[config.mk]
export PLATFORM = sky130hd
export DESIGN_NAME = stick_direction_autorepeat
export DESIGN_NICKNAME = d
export VERILOG_FILES = /design/src/hw/rtl/sda_pkg.sv /design/src/hw/rtl/stick_direction_autorepeat.sv
export SDC_FILE = /design/constraint.sdc
export NUM_CORES = 2
export LEC_CHECK = 0
export BUFFER_PORTS_ARGS = -buffer_cell sky130_fd_sc_hd__buf_2
export CAP_MARGIN = 20
export CELL_PAD_IN_SITES_DETAIL_PLACEMENT = 0
export CELL_PAD_IN_SITES_GLOBAL_PLACEMENT = 2
export CORE_UTILIZATION = 25
export CTS_BUF_LIST = sky130_fd_sc_hd__clkbuf_16
export CTS_CLUSTER_SIZE = 24
export DETAILED_ROUTE_END_ITERATION = 6
export GPL_TIMING_DRIVEN = 0
export HOLD_SLACK_MARGIN = 0.08
export PLACE_DENSITY = 0.61
export SLEW_MARGIN = 20
export SYNTH_ARGS = -nofsm -noshare
export SYNTH_HDL_FRONTEND = slang
export SYNTH_SLANG_ARGS = --single-unit
[constraint.sdc]
create_clock -name aclk -period 17.2 [get_ports aclk]
set_input_delay 0.86 -clock aclk [delete_from_list [all_inputs] [get_ports aclk]]
set_output_delay 0.86 -clock aclk [all_outputs]
set_load 0.02 [all_outputs]
[src/hw/rtl/sda_pkg.sv]
`timescale 1ns / 1ps
`default_nettype none
// ----------------------------------------------------------------------------
// sda_pkg - shared types and constants of the stick direction auto-repeat
//
// Holds the operation codes, the register map with its reset values and the
// one-hot sequencer state type.
// ----------------------------------------------------------------------------
package sda_pkg;

    // Operation codes carried in the low bits of s_axis_tuser
    localparam logic [1:0] OP_AXIS  = 2'd0;
    localparam logic [1:0] OP_TICK  = 2'd1;
    localparam logic [1:0] OP_CLEAR = 2'd2;

    // Register map
    localparam int unsigned CFG_ADDR_W = 3;
    localparam int unsigned CFG_DATA_W = 16;

    localparam logic [CFG_ADDR_W-1:0] REG_DZ_RADIUS    = 3'd0;
    localparam logic [CFG_ADDR_W-1:0] REG_TURN_COS_SQ  = 3'd1;
    localparam logic [CFG_ADDR_W-1:0] REG_SETTLE_MS    = 3'd2;
    localparam logic [CFG_ADDR_W-1:0] REG_FIRST_REP_MS = 3'd3;
    localparam logic [CFG_ADDR_W-1:0] REG_REP_PERIOD   = 3'd4;

    localparam logic [14:0] DZ_RADIUS_RST    = 15'd14746;
    localparam logic [15:0] TURN_COS_SQ_RST  = 16'd49152;
    localparam logic [15:0] SETTLE_MS_RST    = 16'd16;
    localparam logic [15:0] FIRST_REP_MS_RST = 16'd320;
    localparam logic [15:0] REP_PERIOD_RST   = 16'd110;

    // Fixed field widths
    localparam int unsigned ID_W   = 8;
    localparam int unsigned MS_W   = 16;
    localparam int unsigned COS_W  = 16;
    localparam int unsigned USER_W = 3;

    // Sequencer states, one-hot
    typedef enum logic [16:0] {
        ST_IDLE  = 17'h00001,
        ST_PX    = 17'h00002,
        ST_PY    = 17'h00004,
        ST_DZ    = 17'h00008,
        ST_DZCHK = 17'h00010,
        ST_DOTY  = 17'h00020,
        ST_DOTC  = 17'h00040,
        ST_ADSQ  = 17'h00080,
        ST_DIRX  = 17'h00100,
        ST_DIRY  = 17'h00200,
        ST_MDSUM = 17'h00400,
        ST_XMUL  = 17'h00800,
        ST_RLO   = 17'h01000,
        ST_RHI   = 17'h02000,
        ST_RACC  = 17'h04000,
        ST_CMP   = 17'h08000,
        ST_DONE  = 17'h10000
    } sda_state_t;

endpackage
`default_nettype wire

[src/hw/rtl/stick_direction_autorepeat.sv]
`timescale 1ns / 1ps
`default_nettype none
// ----------------------------------------------------------------------------
// stick_direction_autorepeat - analog stick auto-repeat with dead zone
//
// Turns stick axis updates and millisecond ticks into select-request pulses,
// with a settle delay after activation or a sharp turn, then a first repeat
// and a steady repeat period.
//
//  Channel   Dir  Handshake                  Content
//  s_axis    in   s_axis_tvalid/tready       operation, axis select (tuser),
//                                            stick id, axis value, ms (tdata)
//  m_axis    out  m_axis_tvalid/tready       request, active, direction
//  cfg       in   cfg_valid/cfg_ready        register index, write data
//
//  Sequencing: a tick, clear or unused item goes from idle straight to the
//  done state; an axis item ends after the dead zone test (inside the dead
//  zone or on activation), after the sign of the dot product (turn found
//  there) or after the full angle test. The one shared multiplier is
//  registered and is stepped through every square and product of both tests.
//  Reset: aresetn low clears all stick state and loads register defaults.
//  Stalls: a result held on m_axis keeps the block from finishing the next
//  item, and no new item is taken until the sequencer is back in idle.
// ----------------------------------------------------------------------------
module stick_direction_autorepeat #(
    parameter int unsigned AXIS_BITS = 16,
    parameter int unsigned TIME_BITS = 20
) (
    input  wire                                 aclk,
    input  wire                                 aresetn,
    // s_axis_tdata: stick_id, axis_value, ms_passed (lowest bit up), zero pad
    input  wire                                 s_axis_tvalid,
    output logic                                s_axis_tready,
    input  wire  [((24+AXIS_BITS+7)/8)*8-1:0]   s_axis_tdata,
    // s_axis_tuser: operation, axis_select (lowest bit up)
    input  wire  [sda_pkg::USER_W-1:0]          s_axis_tuser,
    // m_axis_tdata: select_request, nav_active, dir_x_out, dir_y_out, zero pad
    output logic                                m_axis_tvalid,
    input  wire                                 m_axis_tready,
    output logic [((2+2*AXIS_BITS+7)/8)*8-1:0]  m_axis_tdata,
    // configuration write channel
    input  wire                                 cfg_valid,
    output logic                                cfg_ready,
    input  wire  [sda_pkg::CFG_ADDR_W-1:0]      cfg_addr,
    input  wire  [sda_pkg::CFG_DATA_W-1:0]      cfg_data
);
    import sda_pkg::*;

    localparam int unsigned A        = AXIS_BITS;
    localparam int unsigned MAG_W    = 2 * A;          // squared magnitudes
    localparam int unsigned DOT_W    = 2 * A + 1;      // signed dot product
    localparam int unsigned MUL_W    = 2 * A;          // multiplier operand
    localparam int unsigned PROD_W   = 2 * MUL_W;      // multiplier result
    localparam int unsigned WIDE_W   = 4 * A + COS_W;  // angle test sides
    localparam int unsigned M_DATA_W = ((2 + 2 * A + 7) / 8) * 8;
    localparam int unsigned DZ_SHL   = (A >= 16) ? A - 16 : 0;
    localparam int unsigned DZ_SHR   = (A < 16) ? 16 - A : 0;

    // Magnitude of a signed axis value; the most negative value maps to 2^(A-1)
    function automatic logic [A-1:0] mag(input logic [A-1:0] v);
        mag = v[A-1] ? (~v + 1'b1) : v;
    endfunction

    // ------------------------------------------------------------------
    // Input item fields
    // ------------------------------------------------------------------
    logic [1:0]      in_op;
    logic            in_sel;
    logic [ID_W-1:0] in_id;
    logic [A-1:0]    in_axis;
    logic [MS_W-1:0] in_ms;

    assign in_op   = s_axis_tuser[1:0];
    assign in_sel  = s_axis_tuser[2];
    assign in_id   = s_axis_tdata[ID_W-1:0];
    assign in_axis = s_axis_tdata[ID_W +: A];
    assign in_ms   = s_axis_tdata[ID_W + A +: MS_W];

    // ------------------------------------------------------------------
    // Configuration registers; writes are always taken
    // ------------------------------------------------------------------
    logic [14:0]      dz_radius_reg;
    logic [COS_W-1:0] turn_cos_sq_reg;
    logic [MS_W-1:0]  settle_ms_reg;
    logic [MS_W-1:0]  first_rep_ms_reg;
    logic [MS_W-1:0]  rep_period_reg;

    assign cfg_ready = 1'b1;

    always_ff @(posedge aclk) begin
        if (!aresetn) begin
            dz_radius_reg    <= DZ_RADIUS_RST;
            turn_cos_sq_reg  <= TURN_COS_SQ_RST;
            settle_ms_reg    <= SETTLE_MS_RST;
            first_rep_ms_reg <= FIRST_REP_MS_RST;
            rep_period_reg   <= REP_PERIOD_RST;
        end else if (cfg_valid && cfg_ready) begin
            case (cfg_addr)
                REG_DZ_RADIUS:    dz_radius_reg    <= cfg_data[14:0];
                REG_TURN_COS_SQ:  turn_cos_sq_reg  <= cfg_data;
                REG_SETTLE_MS:    settle_ms_reg    <= cfg_data;
                REG_FIRST_REP_MS: first_rep_ms_reg <= cfg_data;
                REG_REP_PERIOD:   rep_period_reg   <= cfg_data;
                default: ;  // drop writes beyond the register map
            endcase
        end
    end

    // ------------------------------------------------------------------
    // Stick state, sequencer and work registers
    // ------------------------------------------------------------------
    sda_state_t state_reg, state_next;

    logic                 owner_valid_reg, owner_valid_next;
    logic [ID_W-1:0]      owner_id_reg, owner_id_next;
    logic [A-1:0]         pos_x_reg, pos_x_next;
    logic [A-1:0]         pos_y_reg, pos_y_next;
    logic [A-1:0]         dir_x_reg, dir_x_next;
    logic [A-1:0]         dir_y_reg, dir_y_next;
    logic                 engaged_reg, engaged_next;
    logic                 pending_reg, pending_next;
    logic [TIME_BITS-1:0] elapsed_reg, elapsed_next;
    logic                 req_reg, req_next;

    logic [PROD_W-1:0]    prod_reg, prod_next;
    logic [MAG_W-1:0]     mp_reg, mp_next;      // |pos|^2
    logic [DOT_W-1:0]     dot_reg, dot_next;    // dot(dir, pos)
    logic [MAG_W-1:0]     md_reg, md_next;      // |dir|^2
    logic [COS_W-1:0]     xh_reg, xh_next;      // upper part of |dir|^2 * cos^2
    logic [WIDE_W-1:0]    lhs_reg, lhs_next;    // dot^2 * 2^16
    logic [WIDE_W-1:0]    rhs_reg, rhs_next;    // cos^2 * |dir|^2 * |pos|^2

    logic                 m_valid_reg, m_valid_next;
    logic [M_DATA_W-1:0]  m_data_reg, m_data_next;

    // ------------------------------------------------------------------
    // Shared multiplier: operands picked by state, product registered
    // ------------------------------------------------------------------
    logic [MUL_W-1:0] mul_a, mul_b;
    logic [MUL_W-1:0] dz_op;

    assign dz_op = (MUL_W'(dz_radius_reg) << DZ_SHL) >> DZ_SHR;

    always_comb begin
        mul_a = '0;
        mul_b = '0;
        case (state_reg)
            ST_PX: begin
                mul_a = MUL_W'(mag(pos_x_reg));
                mul_b = MUL_W'(mag(pos_x_reg));
            end
            ST_PY: begin
                mul_a = MUL_W'(mag(pos_y_reg));
                mul_b = MUL_W'(mag(pos_y_reg));
            end
            ST_DZ: begin
                mul_a = dz_op;
                mul_b = dz_op;
            end
            ST_DZCHK: begin
                mul_a = MUL_W'(mag(dir_x_reg));
                mul_b = MUL_W'(mag(pos_x_reg));
            end
            ST_DOTY: begin
                mul_a = MUL_W'(mag(dir_y_reg));
                mul_b = MUL_W'(mag(pos_y_reg));
            end
            ST_ADSQ: begin
                mul_a = dot_reg[MUL_W-1:0];
                mul_b = dot_reg[MUL_W-1:0];
            end
            ST_DIRX: begin
                mul_a = MUL_W'(mag(dir_x_reg));
                mul_b = MUL_W'(mag(dir_x_reg));
            end
            ST_DIRY: begin
                mul_a = MUL_W'(mag(dir_y_reg));
                mul_b = MUL_W'(mag(dir_y_reg));
            end
            ST_XMUL: begin
                mul_a = md_reg;
                mul_b = MUL_W'(turn_cos_sq_reg);
            end
            ST_RLO: begin
                mul_a = prod_reg[MUL_W-1:0];
                mul_b = mp_reg;
            end
            ST_RHI: begin
                mul_a = MUL_W'(xh_reg);
                mul_b = mp_reg;
            end
            default: ;
        endcase
    end

    assign prod_next = PROD_W'(mul_a) * PROD_W'(mul_b);

    // ------------------------------------------------------------------
    // Signed dot product terms: the product register holds a magnitude,
    // the sign comes from the operands, which stay put during the sequence
    // ------------------------------------------------------------------
    logic [DOT_W-1:0] term;
    logic [DOT_W-1:0] term_x, term_y;
    logic [DOT_W-1:0] dot_sum;
    logic             dot_nonpos;

    assign term    = DOT_W'(prod_reg[MAG_W-1:0]);
    assign term_x  = (dir_x_reg[A-1] ^ pos_x_reg[A-1]) ? (~term + 1'b1) : term;
    assign term_y  = (dir_y_reg[A-1] ^ pos_y_reg[A-1]) ? (~term + 1'b1) : term;
    assign dot_sum = dot_reg + term_y;
    assign dot_nonpos = dot_sum[DOT_W-1] || (dot_sum == '0);

    // ------------------------------------------------------------------
    // Tick arithmetic: saturating elapsed time and repeat reload
    // ------------------------------------------------------------------
    logic [TIME_BITS:0]   tick_sum;
    logic [TIME_BITS-1:0] tick_sat;
    logic [MS_W-1:0]      reload;

    assign tick_sum = {1'b0, elapsed_reg} + (TIME_BITS + 1)'(in_ms);
    assign tick_sat = tick_sum[TIME_BITS] ? '1 : tick_sum[TIME_BITS-1:0];
    assign reload   = (first_rep_ms_reg > rep_period_reg) ?
                      (first_rep_ms_reg - rep_period_reg) : '0;

    logic other_stick;
    assign other_stick = owner_valid_reg && (owner_id_reg != in_id);

    assign s_axis_tready = (state_reg == ST_IDLE);

    // ------------------------------------------------------------------
    // Next-state logic
    // ------------------------------------------------------------------
    always_comb begin
        state_next       = state_reg;
        owner_valid_next = owner_valid_reg;
        owner_id_next    = owner_id_reg;
        pos_x_next       = pos_x_reg;
        pos_y_next       = pos_y_reg;
        dir_x_next       = dir_x_reg;
        dir_y_next       = dir_y_reg;
        engaged_next     = engaged_reg;
        pending_next     = pending_reg;
        elapsed_next     = elapsed_reg;
        req_next         = req_reg;
        mp_next          = mp_reg;
        dot_next         = dot_reg;
        md_next          = md_reg;
        xh_next          = xh_reg;
        lhs_next         = lhs_reg;
        rhs_next         = rhs_reg;
        m_valid_next     = m_valid_reg && !m_axis_tready;
        m_data_next      = m_data_reg;

        case (state_reg)
            ST_IDLE: begin
                if (s_axis_tvalid) begin
                    req_next   = 1'b0;
                    state_next = ST_DONE;
                    case (in_op)
                        OP_AXIS: begin
                            // a different stick takes over: start from clean state
                            if (other_stick) begin
                                pos_x_next   = '0;
                                pos_y_next   = '0;
                                dir_x_next   = '0;
                                dir_y_next   = '0;
                                engaged_next = 1'b0;
                                pending_next = 1'b0;
                                elapsed_next = '0;
                            end
                            owner_valid_next = 1'b1;
                            owner_id_next    = in_id;
                            if (in_sel) begin
                                pos_y_next = in_axis;
                            end else begin
                                pos_x_next = in_axis;
                            end
                            state_next = ST_PX;
                        end
                        OP_TICK: begin
                            if (engaged_reg) begin
                                if (pending_reg) begin
                                    if (tick_sat < TIME_BITS'(settle_ms_reg)) begin
                                        elapsed_next = tick_sat;
                                    end else begin
                                        pending_next = 1'b0;
                                        elapsed_next = '0;
                                        req_next     = 1'b1;
                                    end
                                end else if (tick_sat < TIME_BITS'(first_rep_ms_reg)) begin
                                    elapsed_next = tick_sat;
                                end else begin
                                    elapsed_next = TIME_BITS'(reload);
                                    req_next     = 1'b1;
                                end
                            end
                        end
                        OP_CLEAR: begin
                            owner_valid_next = 1'b0;
                            owner_id_next    = '0;
                            pos_x_next       = '0;
                            pos_y_next       = '0;
                            dir_x_next       = '0;
                            dir_y_next       = '0;
                            engaged_next     = 1'b0;
                            pending_next     = 1'b0;
                            elapsed_next     = '0;
                        end
                        default: ;  // unused code: report status only
                    endcase
                end
            end
            ST_PX:   state_next = ST_PY;
            ST_PY: begin
                mp_next    = prod_reg[MAG_W-1:0];
                state_next = ST_DZ;
            end
            ST_DZ: begin
                mp_next    = mp_reg + prod_reg[MAG_W-1:0];
                state_next = ST_DZCHK;
            end
            ST_DZCHK: begin
                // product register holds the squared dead zone radius
                if (mp_reg < prod_reg[MAG_W-1:0]) begin
                    engaged_next = 1'b0;
                    pending_next = 1'b0;
                    elapsed_next = '0;
                    state_next   = ST_DONE;
                end else if (!engaged_reg) begin
                    engaged_next = 1'b1;
                    pending_next = 1'b1;
                    elapsed_next = '0;
                    dir_x_next   = pos_x_reg;
                    dir_y_next   = pos_y_reg;
                    state_next   = ST_DONE;
                end else begin
                    state_next = ST_DOTY;
                end
            end
            ST_DOTY: begin
                dot_next   = term_x;
                state_next = ST_DOTC;
            end
            ST_DOTC: begin
                dot_next = dot_sum;
                if (dot_nonpos) begin
                    // facing away or across: always a turn
                    pending_next = 1'b1;
                    elapsed_next = '0;
                    dir_x_next   = pos_x_reg;
                    dir_y_next   = pos_y_reg;
                    state_next   = ST_DONE;
                end else begin
                    state_next = ST_ADSQ;
                end
            end
            ST_ADSQ: state_next = ST_DIRX;
            ST_DIRX: begin
                lhs_next   = {prod_reg, {COS_W{1'b0}}};
                state_next = ST_DIRY;
            end
            ST_DIRY: begin
                md_next    = prod_reg[MAG_W-1:0];
                state_next = ST_MDSUM;
            end
            ST_MDSUM: begin
                md_next    = md_reg + prod_reg[MAG_W-1:0];
                state_next = ST_XMUL;
            end
            ST_XMUL: state_next = ST_RLO;
            ST_RLO: begin
                xh_next    = prod_reg[MAG_W +: COS_W];
                state_next = ST_RHI;
            end
            ST_RHI: begin
                rhs_next   = WIDE_W'(prod_reg);
                state_next = ST_RACC;
            end
            ST_RACC: begin
                rhs_next   = rhs_reg + (WIDE_W'(prod_reg) << MAG_W);
                state_next = ST_CMP;
            end
            ST_CMP: begin
                if (lhs_reg < rhs_reg) begin
                    pending_next = 1'b1;
                    elapsed_next = '0;
                end
                dir_x_next = pos_x_reg;
                dir_y_next = pos_y_reg;
                state_next = ST_DONE;
            end
            ST_DONE: begin
                // load the output register once the previous transfer has gone
                if (!m_valid_reg || m_axis_tready) begin
                    m_valid_next            = 1'b1;
                    m_data_next             = '0;
                    m_data_next[0]          = req_reg;
                    m_data_next[1]          = engaged_reg;
                    m_data_next[2 +: A]     = dir_x_reg;
                    m_data_next[2 + A +: A] = dir_y_reg;
                    state_next              = ST_IDLE;
                end
            end
            default: state_next = ST_IDLE;
        endcase
    end

    // ------------------------------------------------------------------
    // Registers
    // ------------------------------------------------------------------
    always_ff @(posedge aclk) begin
        if (!aresetn) begin
            state_reg       <= ST_IDLE;
            owner_valid_reg <= 1'b0;
            owner_id_reg    <= '0;
            pos_x_reg       <= '0;
            pos_y_reg       <= '0;
            dir_x_reg       <= '0;
            dir_y_reg       <= '0;
            engaged_reg     <= 1'b0;
            pending_reg     <= 1'b0;
            elapsed_reg     <= '0;
            req_reg         <= 1'b0;
            m_valid_reg     <= 1'b0;
        end else begin
            state_reg       <= state_next;
            owner_valid_reg <= owner_valid_next;
            owner_id_reg    <= owner_id_next;
            pos_x_reg       <= pos_x_next;
            pos_y_reg       <= pos_y_next;
            dir_x_reg       <= dir_x_next;
            dir_y_reg       <= dir_y_next;
            engaged_reg     <= engaged_next;
            pending_reg     <= pending_next;
            elapsed_reg     <= elapsed_next;
            req_reg         <= req_next;
            m_valid_reg     <= m_valid_next;
        end
    end

    // work registers and payload: no reset needed
    always_ff @(posedge aclk) begin
        prod_reg   <= prod_next;
        mp_reg     <= mp_next;
        dot_reg    <= dot_next;
        md_reg     <= md_next;
        xh_reg     <= xh_next;
        lhs_reg    <= lhs_next;
        rhs_reg    <= rhs_next;
        m_data_reg <= m_data_next;
    end

    assign m_axis_tvalid = m_valid_reg;
    assign m_axis_tdata  = m_data_reg;

    // ------------------------------------------------------------------
    // Assertions
    // ------------------------------------------------------------------
    a_req_needs_active: assert property (@(posedge aclk) disable iff (!aresetn)
        (m_axis_tvalid && m_axis_tdata[0]) |-> m_axis_tdata[1])
        else $error("select request shown while stick is idle");

    a_pending_needs_engaged: assert property (@(posedge aclk) disable iff (!aresetn)
        !engaged_reg |-> !pending_reg)
        else $error("settle pending while not engaged");

    a_idle_time_zero: assert property (@(posedge aclk) disable iff (!aresetn)
        !engaged_reg |-> (elapsed_reg == '0))
        else $error("elapsed time running while not engaged");

    a_no_owner_no_pos: assert property (@(posedge aclk) disable iff (!aresetn)
        !owner_valid_reg |-> ((pos_x_reg == '0) && (pos_y_reg == '0)))
        else $error("position held without an owning stick");

endmodule
`default_nettype wire

==> key figures <==
Placed design
  • # placed instances: 11453
  • Global placement routability congestion: 0.938
  • I/O Buffers: 100
  • Setup Slack @ Placement: 2520 ps
  • Detailed-placement wirelength estimate: 245000 microns
  • Placed cell area: 73100 sq um

Timing
  • Min Clock Period, post-route: 14810 ps
  • Total count of max-transition violations in the final report: 0
  • Headroom to the max-slew limit: 10.8%
  • Final total negative setup slack: 0 ps
  • Smallest hold slack: 435 ps
  • Setup ws final: 2390 ps
  • Total count of hold-check failures in the final report: 0
  • Final-report setup violation count: 0
  • Period utilisation layout: 86.1%
  • Transition time of the tightest slew-check pin: 1320 ps
  • Unrepaired setup endpoints after global routing: no
  • Achievable Freq: 67.5 MHz
  • Worst clock skew: 46.3 ps

Logic synthesis
  • Ranking of synthesized cells by area: sky130_fd_sc_hd__fa_1 27%, sky130_fd_sc_hd__edfxtp_1 13%, sky130_fd_sc_hd__ha_1 11%, sky130_fd_sc_hd__dfxtp_1 7.6%, sky130_fd_sc_hd__inv_1 6.8%
  • Average footprint of a synthesized cell: 8.71 sq um
  • Post-synthesis cell count: 7755
  • Adder-cell share of the synthesized area: 37.2%
  • Multiplexer area fraction after synthesis: 0.650%
  • Main combinational cell family by area after synthesis: adder cells
  • Fraction of synthesized cell area taken by the top area cell type: 26.7%
  • Main synth FF type: sky130_fd_sc_hd__edfxtp_1
  • Basic-gate share of the synthesized area counting and, or, nand and nor cells: 16.7%
  • Cell type with the highest aggregate area in the netlist: sky130_fd_sc_hd__fa_1
  • Synthesized-area fraction occupied by ao, oa, aoi and oai cells: 11.6%
  • Synth warn: 0
  • Post-synthesis async set-or-reset flop share: 0%
  • Yosys cell types: 96
  • Number of register bits inferred by synthesis: 548
  • Post-synth design cell area: 67500 sq um
  • Cell types with the highest counts after synthesis: 1217 x sky130_fd_sc_hd__inv_1, 1003 x sky130_fd_sc_hd__nand2_1, 902 x sky130_fd_sc_hd__fa_1
  • Count of flip-flops with a built-in enable after synthesis: 291
  • Most frequently used cell type in the post-synthesis netlist: sky130_fd_sc_hd__inv_1
  • Post-synthesis sequential area ratio: 20.6%
  • XOR/XNOR Fraction of Synth Area: 4.32%

CTS
  • Buffer count from post-CTS setup fixing: 0
  • Clock Path Buffers: 3
  • CTS clock-pin slew for the worst setup and hold paths: 70 ps
  • Number of buffers inserted by hold repair at cts: 0
  • Gates resized, CTS repair: 0
  • Clk_lat worst skew: 710 ps
  • Max H-tree Level: 2
  • CTS tree: yes
  • Library cell used as clock root buffer: sky130_fd_sc_hd__clkbuf_16
  • Clk sink count: 548
  • TritonCTS buffer count: 60

Layout
  • Util after Layout: 28.0%
  • Area of all placed cells without fillers: 75200 sq um
  • Area of the multi-input gates: 47800 sq um
  • Net count of the finished layout: 9499
  • Ratio of cells with drive above 1 in the final layout: 4.89%
  • Cell Count, Final, Fillers Out: 11570
  • Growth of design area from synthesis to finish: 11.3%
  • Max reg flops: 80
  • Filler cells: 28912
  • Area used by sequential logic in the layout: 13900 sq um

Route
  • Routed length per instance: 25.5 microns
  • Antenna viol nets, final: 0
  • First-iteration detailed-routing DRC count: 4836
  • Vias post-DR: 56284
  • Routed Wire Length: 294000 microns
  • Drc violations: 0
  • Via-to-Cell Ratio: 4.86
  • Pre-antenna DRT Iters: 7

Worst setup path
  • Critical path peak fanout: 10
  • Data arrival time of the worst path: 15370 ps
  • Largest stage delay on the critical path: 900 ps
  • Crit path launch type: flip-flop
  • Top cell by count, worst path: sky130_fd_sc_hd__fa_1
  • Crit Path Category: flip-flop to flip-flop
  • Max stage delay cell, worst path: sky130_fd_sc_hd__clkbuf_1
  • Category of the worst setup path capture point: flip-flop
  • Worst endpoint required time: 17760 ps

Status
  • Run status: finished, final reports clean

Floorplanning
  • Core box area: 268000 sq um
  • Initial standard-cell utilization of the core: 25.2%
  • Area of the die: 272000 sq um
  • Boundary pin count: 110
  • Die Span Y: 522 microns
  • Core Rows: 190
  • Width of the die: 522 microns

GRT
  • Total congestion overflow: 0
  • Pin count of the biggest net entering global routing: 42
  • Antenna violations before repair: 30
  • Global router's overall resource usage: 21.6%
  • Via count of the first global-routing pass: 57492
  • Wire length of the first global-routing pass: 422000 microns

Pwr
  • Post-layout power: 3.00 mW
  • Cell area power density: 39.9 nW/um^2
  • Leakage power figure: 33.7 nW
  • Worst ir drop on vdd: 0.0760 mV

Hold path
  • Hold Path Class: primary input to flip-flop

Job
  • Max-cap violations: 0
layout make-up:
class / instances / share of cell area (%)
clock inverters: 52 / 0.681
inverters: 1218 / 6.08
repair buffers: 141 / 1.20
flip-flops and latches: 548 / 18.5
multi-input cells: 5628 / 63.6
well taps: 3552 / 5.91
clock buffers: 62 / 2.06
plain buffers: 366 / 1.96
diodes: 3 / 0.00998
logic make-up (layout without fill, tap and decap cells):
logic type / after synthesis / in the layout
other cells: 2 / 10
simple gates: 2537 / 2537
fa+ha+maj: 1469 / 1469
mux: 43 / 43
flops: 548 / 548
buf+inv: 1584 / 1839
xor+xnor: 333 / 333
compound gates: 1239 / 1239
power by group:
group | switching [mW] | total, mW | internal [mW]
Clock | 0.623 | 1.40 | 0.780
Combinational | 0.138 | 0.210 | 0.0720
Sequential | 0.0119 | 1.39 | 1.38
Total | 0.773 | 3.00 | 2.23
layout by cell type (no fill, tap or decap), drive strengths merged, types with 49 or more instances in the layout:
master  instances
ha            567
and2          123
fa            902
clkbuf        387
o21ai         255
xnor2         210
or2            49
nor3           50
buf           182
nand2        1003
xor2          123
inv          1229
nand3         116
a21oi         435
nand4          63
a21o          143
nor2b          64
edfxtp        291
dfxtp         257
nor2          839
path summary, 6_finish.rpt:
| check | to | slack, ps | startpoint | cells past startpoint |
|---|---|---|---|---|
| min reg2reg | m_axis_tdata[0] | 450 | req_reg | 0 |
| max reg2reg | prod_reg[62] | 2390 | state_reg[8] | 38 |
| min | owner_id_reg[5] | 440 | s_axis_tdata[5] | 3 |
| max | prod_reg[62] | 2390 | state_reg[8] | 38 |
layer usage:
layer	vias to the layer above	wire length, microns	GRT usage, %
met5	-	12	0
met4	2	10300	6.37
met3	299	16300	2.24
met2	1788	131000	34.1
met1	28734	137000	30.8
li1	25461	-	-
critical path, delay by kind of cell, from the launching register on:
family / cells / cell delay (ps)
adders and majority gates: 9 / 4720
and+or+nand+nor: 8 / 3660
buffers and inverters: 10 / 3520
AOI/OAI and AO/OA: 10 / 2190
DFF: 1 / 350
xor gates and xnor gates: 1 / 180
(Power assumes the default switching activity.)
